`config.mk`:
```
export PLATFORM = sky130hd
export DESIGN_NAME = kfc_ctrl
export DESIGN_NICKNAME = d
export VERILOG_FILES = /design/src/sv/kfc_pkg.sv /design/src/sv/kfc_ctrl.sv
export SDC_FILE = /design/constraint.sdc
export NUM_CORES = 1
export LEC_CHECK = 0
export ABC_CLOCK_PERIOD_IN_PS = 1700
export BUFFER_PORTS_ARGS = -buffer_cell sky130_fd_sc_hd__clkbuf_2
export CAP_MARGIN = 5
export CORE_AREA = 8 8 45 47
export CTS_BUF_LIST = sky130_fd_sc_hd__clkbuf_16
export CTS_CLUSTER_DIAMETER = 100
export CTS_CLUSTER_SIZE = 10
export DETAILED_ROUTE_END_ITERATION = 16
export DIE_AREA = 0 0 53 55
export MAX_ROUTING_LAYER = met4
export PLACE_DENSITY = 0.5
export SYNTH_ARGS = -nofsm -noshare
export SYNTH_HDL_FRONTEND = slang
export SYNTH_SLANG_ARGS = --single-unit
```
`constraint.sdc`:
```
create_clock -name i_clk -period 1.7 [get_ports i_clk]
set_clock_uncertainty 0.1 [all_clocks]
set_input_delay 0.17 -clock i_clk [delete_from_list [all_inputs] [get_ports i_clk]]
set_output_delay 0.17 -clock i_clk [all_outputs]
set_load 0.03 [all_outputs]
```
`src/sv/kfc_pkg.sv`:
```
// ============================================================================
// kfc_pkg
// Shared types, constants and helpers of the k-mer frequency counter.
// ============================================================================
`default_nettype none

package kfc_pkg;

    // Default sizes of the count table.
    localparam int MAX_K_DEF      = 8;
    localparam int COUNT_BITS_DEF = 32;

    // Field widths of the request, response and configuration channels.
    localparam int CHAR_W   = 8;
    localparam int INDEX_W  = 16;
    localparam int KLEN_W   = 4;
    localparam int STRIDE_W = 16;
    localparam int OUT_W    = 32;
    localparam int RUN_W    = 4;
    localparam int CFG_IDX_W  = 2;
    localparam int CFG_DATA_W = 16;

    // Register reset values.
    localparam logic [KLEN_W-1:0]   KMER_LENGTH_RST = 4'd8;
    localparam logic [STRIDE_W-1:0] STRIDE_RST      = 16'd1;

    // Request operations.
    typedef enum logic {
        OP_PUSH = 1'b0,
        OP_READ = 1'b1
    } t_op;

    // Configuration register indexes.
    typedef enum logic [CFG_IDX_W-1:0] {
        CFG_KMER_LENGTH    = 2'd0,
        CFG_STRIDE         = 2'd1,
        CFG_CANONICAL_ONLY = 2'd2,
        CFG_UNIQUE_ONLY    = 2'd3
    } t_cfg_idx;

    // Letters of the four bases, both cases.
    localparam logic [CHAR_W-1:0] CHAR_A_UP = 8'h41;
    localparam logic [CHAR_W-1:0] CHAR_A_LO = 8'h61;
    localparam logic [CHAR_W-1:0] CHAR_C_UP = 8'h43;
    localparam logic [CHAR_W-1:0] CHAR_C_LO = 8'h63;
    localparam logic [CHAR_W-1:0] CHAR_G_UP = 8'h47;
    localparam logic [CHAR_W-1:0] CHAR_G_LO = 8'h67;
    localparam logic [CHAR_W-1:0] CHAR_T_UP = 8'h54;
    localparam logic [CHAR_W-1:0] CHAR_T_LO = 8'h74;

    // Two-bit base codes.
    localparam logic [1:0] BASE_A = 2'd0;
    localparam logic [1:0] BASE_C = 2'd1;
    localparam logic [1:0] BASE_G = 2'd2;
    localparam logic [1:0] BASE_T = 2'd3;

    // Decoded base letter.
    typedef struct packed {
        logic       ok;
        logic [1:0] code;
    } t_base;

    // Commands from the controller to the datapath.
    typedef struct packed {
        logic clr_step;
        logic accept_push;
        logic accept_read;
        logic wr_a;
        logic wr_b;
        logic load_rsp;
    } t_dp_cmd;

    // Status from the datapath to the controller.
    typedef struct packed {
        logic clr_last;
        logic push_bump;
        logic pend_b;
        logic out_free;
    } t_dp_status;

    // Map an ASCII letter to its base code; anything else is not a base.
    function automatic t_base base_decode(input logic [CHAR_W-1:0] ch);
        t_base res;
        res.ok   = 1'b1;
        res.code = BASE_A;
        unique case (ch) inside
            CHAR_A_UP, CHAR_A_LO: res.code = BASE_A;
            CHAR_C_UP, CHAR_C_LO: res.code = BASE_C;
            CHAR_G_UP, CHAR_G_LO: res.code = BASE_G;
            CHAR_T_UP, CHAR_T_LO: res.code = BASE_T;
            default:              res.ok   = 1'b0;
        endcase
        return res;
    endfunction

endpackage

`default_nettype wire

```
`src/sv/kfc_ctrl.sv`:
```
// ============================================================================
// kfc_ctrl
// Controller of the k-mer counter: clearing pass, request intake and the
// read-modify-write sequence on the count memory.
// ============================================================================
`default_nettype none

module kfc_ctrl (
    input  wire logic               i_clk,
    input  wire logic               i_rst_n,
    input  wire logic               i_in_valid,
    input  wire logic               i_in_op,
    output logic                    o_in_ready,
    input  wire kfc_pkg::t_dp_status i_status,
    output kfc_pkg::t_dp_cmd        o_cmd
);

    typedef enum logic [4:0] {
        S_CLEAR = 5'b00001,
        S_IDLE  = 5'b00010,
        S_WR_A  = 5'b00100,
        S_WR_B  = 5'b01000,
        S_RESP  = 5'b10000
    } t_state;

    t_state r_state;
    t_state n_state;
    logic   w_accept;

    assign o_in_ready = (r_state == S_IDLE);
    assign w_accept   = o_in_ready && i_in_valid;

    // State register.
    always_ff @(posedge i_clk) begin
        if (!i_rst_n) begin
            r_state <= S_CLEAR;
        end else begin
            r_state <= n_state;
        end
    end

    // Next state and datapath commands.
    always_comb begin
        n_state = r_state;
        o_cmd   = '0;
        unique case (r_state)
            S_CLEAR: begin
                o_cmd.clr_step = 1'b1;
                if (i_status.clr_last) begin
                    n_state = S_IDLE;
                end
            end
            S_IDLE: begin
                if (w_accept) begin
                    if (i_in_op == kfc_pkg::OP_READ) begin
                        o_cmd.accept_read = 1'b1;
                        n_state = S_RESP;
                    end else begin
                        o_cmd.accept_push = 1'b1;
                        if (i_status.push_bump) begin
                            n_state = S_WR_A;
                        end
                    end
                end
            end
            S_WR_A: begin
                o_cmd.wr_a = 1'b1;
                n_state = i_status.pend_b ? S_WR_B : S_IDLE;
            end
            S_WR_B: begin
                o_cmd.wr_b = 1'b1;
                n_state = S_IDLE;
            end
            S_RESP: begin
                if (i_status.out_free) begin
                    o_cmd.load_rsp = 1'b1;
                    n_state = S_IDLE;
                end
            end
            default: begin
                n_state = S_CLEAR;
            end
        endcase
    end

`ifndef ASSERT_OFF
    // A read request always moves on to the response state.
    a_read_to_resp: assert property (@(posedge i_clk) disable iff (!i_rst_n)
        (w_accept && i_in_op == kfc_pkg::OP_READ) |=> (r_state == S_RESP))
        else $error("read request did not reach the response state");

    // A push that counts starts the memory update in the next cycle.
    a_push_to_update: assert property (@(posedge i_clk) disable iff (!i_rst_n)
        (w_accept && i_in_op == kfc_pkg::OP_PUSH && i_status.push_bump)
        |=> (r_state == S_WR_A))
        else $error("counting push did not start a table update");

    // The first cycle after reset belongs to the clearing pass.
    a_clear_after_reset: assert property (@(posedge i_clk)
        $rose(i_rst_n) |-> (r_state == S_CLEAR && !o_in_ready))
        else $error("clearing pass not running after reset");
`endif

endmodule

`default_nettype wire

```
======== Word-level counts from Yosys, hierarchy flattened ========
Index checks and enable logic that the tools add are counted.
storage, ports and cells
  bits in latches ......................... 0
  output and inout port bits .............. 7
  memory bits (read-only) ................. 0
  logic and storage cells ................. 28
  input bits .............................. 8
  memories ................................ 0
  bits in registers ....................... 5
  memory bits (writable) .................. 0
operators by class
  multiply operators ...................... 0
  shift-type cells ........................ 0
  eq/ne operators ......................... 9
  multiplexer cells ....................... 16
  reduce and logical (&&, ||, !) cells .... 2
  $add $sub $neg .......................... 0
  divide/modulo/power cells ............... 0
  order comparisons ....................... 0
  bitwise operators ....................... 0
operators by type and width
  operator            number
  $mux 5              5
  $pmux 5 s5          1
  $mux 1              7
  $eq 5x1->1 const B  1
  $eq 5x2->1 const B  1
  $eq 5x3->1 const B  1
  $eq 5x4->1 const B  1
  $eq 5x5->1 const B  1
  $mux 2              2
  $mux 4              1
  $ne 2x2->1 const B  2
  $reduce_and 4->1    1
  $ne 3x2->1 const B  1
  $ne 2x1->1 const B  1
  $logic_and 1x1->1   1

======== Longest topological paths before layout ========
  depth after elaboration ................. 4
  depth in mapped cells ................... 5
  depth with buffers taken out ............ 4

======== Least setup slack after synthesis ========
OpenSTA, ideal clock, no wires.
  kind .................................... register -> register
  start ................................... register r_state[4]
  end ..................................... register r_state[3]
  stages on the path, launching flop included .. 6
  setup time .............................. 63 ps
  path buffers ............................ 1
  data required time ...................... 1537 ps
  period minus slack after synthesis ...... 1678 ps
  slack ................................... 22 ps
  data arrival time ....................... 1515 ps
  path through ............................ dfxtp_1 buf_6 nor2_1 nand2_1 nor3_1 and3_1
between the ends
  word-level cells in the longest chain between the ends .. 4
  elaborated cells on any way between the ends .. 12
  classes of those cells .................. 9 x eq/ne; 1 x mux; 2 x reduce/logical
ends and longest elaborated chain
  item                               RTL line                        RTL
  from (decl)                        kfc_ctrl.sv:26                  t_state r_state;
  from (signal assigned)             kfc_ctrl.sv:38                  r_state <= n_state;
  $eq 5x2->1                         kfc_ctrl.sv:30, kfc_ctrl.sv:46
  $logic_and 1x1->1                  kfc_ctrl.sv:31                  assign w_accept = o_in_ready && i_in_valid;
  $ne 2x1->1 (no source line)        -
  $reduce_and 4->1 (no source line)  -
Several ways; a longest one is shown, not always the timed one.
A chain may end at the register's enable or synchronous reset.

==> results.sh <==
export IMPL_status="complete, no violations"
export IMPL_antenna_cells=0
export IMPL_clock_latency_ns=0.22
export IMPL_die_h_um=55
export IMPL_area_growth_pct=56.6
export IMPL_dr_pass1_iters=4
export IMPL_path_class="reg -> out"
export IMPL_largestRegisters="r_state (5)"
export IMPL_worstHoldStart="i_status[1]"
export IMPL_top_register="r_state"
export IMPL_cp_arrival_ns=1.39
export IMPL_place_inst=69
export IMPL_worst_pin_slew_ns=0.203
export IMPL_hold_path_class="in -> reg"
export IMPL_p_leak_nw=0.272
export IMPL_place_area_um2=445
export IMPL_holdPathStages=2
export IMPL_synth_area_um2=349
export IMPL_worstPathMaxFanout=3
export IMPL_synth_edf_count=0
export IMPL_synth_seq_cells=5
export IMPL_gr_usage_all_layers_pct=7.15
export IMPL_report_final_slew_viol_count=0
export IMPL_fin_nets=66
export IMPL_synth_top_area_cell="dfxtp_1"
export IMPL_worstSetupStartpoint="r_state[4]"
export IMPL_htree_levels=1
export IMPL_finalWirelength_um=955
export IMPL_dominantRegCellSynth="dfxtp_1"
export IMPL_setup_viol=0
export IMPL_ant_nets=0
export IMPL_stdcell_area_um2=547
export IMPL_vias=348
export IMPL_hold_slack_ns=0.0856
export IMPL_grt_pass1_vias=336
export IMPL_post_cts_resized=4
export IMPL_rr_startpoint="r_state[4]"
export IMPL_r2r_setup_slack_ns=0.16
export IMPL_rows=14
export IMPL_async_flop_share_pct=0
export IMPL_slew_headroom_pct=86.5
export IMPL_yosys_warnings=0
export IMPL_cts_setup_buffers=0
export IMPL_post_drt_wl_per_cell_um=13.1
export IMPL_yosys_area_top_type_share_pct=28.7
export IMPL_max_clock_path_buffers=2
export IMPL_viasPerCell=4.77
export IMPL_numCtsBuffers=3
export IMPL_endpoint_kind="output port"
export IMPL_dp_hpwl_um=777
export IMPL_numPortBuffers=14
export IMPL_antenna_found_initial=0
export IMPL_avgSynthCellArea_um2=9.19
export IMPL_cts_hold_buf=0
export IMPL_synthTopCellsByArea="dfxtp_1 29%, and4bb_2 7.2%, o31ai_4 6.1%"
export IMPL_max_freq_mhz=604
export IMPL_clock_sink_count=5
export IMPL_drc=0
export IMPL_required_ns=1.43
export IMPL_fp_coreArea_um2=1380
export IMPL_reg2reg_to="r_state[1]"
export IMPL_cap_violations=0
export IMPL_fp_dieW_um=53
export IMPL_ff2ff_path_depth=5
export IMPL_rsz0062_at_grt="true"
export IMPL_ir_drop_v=0.000742
export IMPL_drtIter0Drc=2
export IMPL_grt_start_max_net_pins=10
export IMPL_ys_seq_area_share_pct=28.7
export IMPL_synth_distinct_cells=25
export IMPL_post_route_min_period_ns=1.66
export IMPL_synth_most_common_cell="dfxtp_1"
export IMPL_power_density_nw_per_um2=1200
export IMPL_tritoncts="built"
export IMPL_largest_register_ffs=5
export IMPL_synthTopCellsByCount="5 x dfxtp_1, 3 x and3_1, 3 x nor3_1, 3 x o21ai_0"
export IMPL_drive_gt1_share_pct=54.4
export IMPL_multiInputGateArea_um2=239
export IMPL_final_cells=73
export IMPL_hold_end="r_state[3]"
export IMPL_hold_viol_final=0
export IMPL_grt_overflow=0
export IMPL_nFillCells=148
export IMPL_routabilityCongestion=0.746
export IMPL_num_io_pins=15
export IMPL_crit_path_start_kind="flop"
export IMPL_timing_final_crit_share_pct=97.4
export IMPL_dieArea_um2=2920
export IMPL_ctsRootBufferMaster="clkbuf_16"
export IMPL_regArea_um2=103
export IMPL_grt_pass1_wl_um=1450
export IMPL_netlist_instances=38
export IMPL_floorplan_initialDensity_pct=25.2
export IMPL_syn_nets=46
export IMPL_path_clk_slew_ns=0.03
-- cell families (layout without fill, tap and decap cells) --
logic type / count (synthesis) / in the layout / synth area share (%)
simple gates: 19 / 19 / 41.2
compound gates: 10 / 10 / 21.9
flops: 5 / 5 / 28.7
buf+inv: 3 / 22 / 5.73
xor+xnor: 1 / 1 / 2.51
-- worst max-delay path: stages (launching register included) --
cell,delay (ns)
dfxtp_1,0.31
or4b_4,0.57
nor2_1,0.11
buf_4,0.17
-- per-stage QoR --
step	util, %	power, mW	setup TNS (ns)	worst slack, ns
2_1_floorplan	-	0.231	0	0.0219
3_3_place_gp	32.2	0.273	0	0.104
3_5_place_dp	32.2	0.273	0	0.124
4_1_cts	38.6	0.661	0	0.00479
5_1_grt	39.5	0.684	-0.0149	-0.00873
6_report	39.5	0.657	0	0.0445
-- worst max-delay path by stage --
stage                       to  depth (start not counted)
floorplan           r_state[3]                          5
global placement    r_state[1]                          4
detailed placement  r_state[2]                          4
CTS                   o_cmd[5]                          3
global route          o_cmd[5]                          3
finish                o_cmd[5]                          3
-- power by group --
part | leakage (nW) | internal (mW) | switching, mW
Sequential | 0.0410 | 0.129 | 0.0118
Clock | 0.0423 | 0.304 | 0.0739
Combinational | 0.188 | 0.0655 | 0.0724
-- final cells by class --
class | count | share of cell area (%)
clock inverter | 1 | 0.686
multi-input combinational | 30 | 43.7
timing repair buffer | 17 | 18.8
clock buffer | 3 | 13.7
inverter | 1 | 0.686
tap | 16 | 3.66
sequential | 5 | 18.8
-- metal layers --
layer  track usage (%)  vias to the layer above  wire length (um)  part of all wire (%)
li1                  -                      185                 -                     -
met1              7.29                      153               382                    40
met2              10.2                       10               480                    50
met3              5.61                        0                92                   9.6
met4              2.59                        0                 0                     0
met5                 -                        -                 0                     0
-- layout by cell type (no fill, tap or decap), drive strengths merged --
cell type   n
nor2        3
xor2        1
nor3        3
nor3b       1
a21oi       2
and4bb      2
and3        3
dfxtp       5
and3b       2
o21ai       3
nor2b       1
nand2       1
o211ai      1
o21a        1
a21boi      1
inv         2
clkbuf     14
o21bai      1
buf         6
o31ai       1
or4b        2
and4b       1
(Power assumes the default switching activity.)
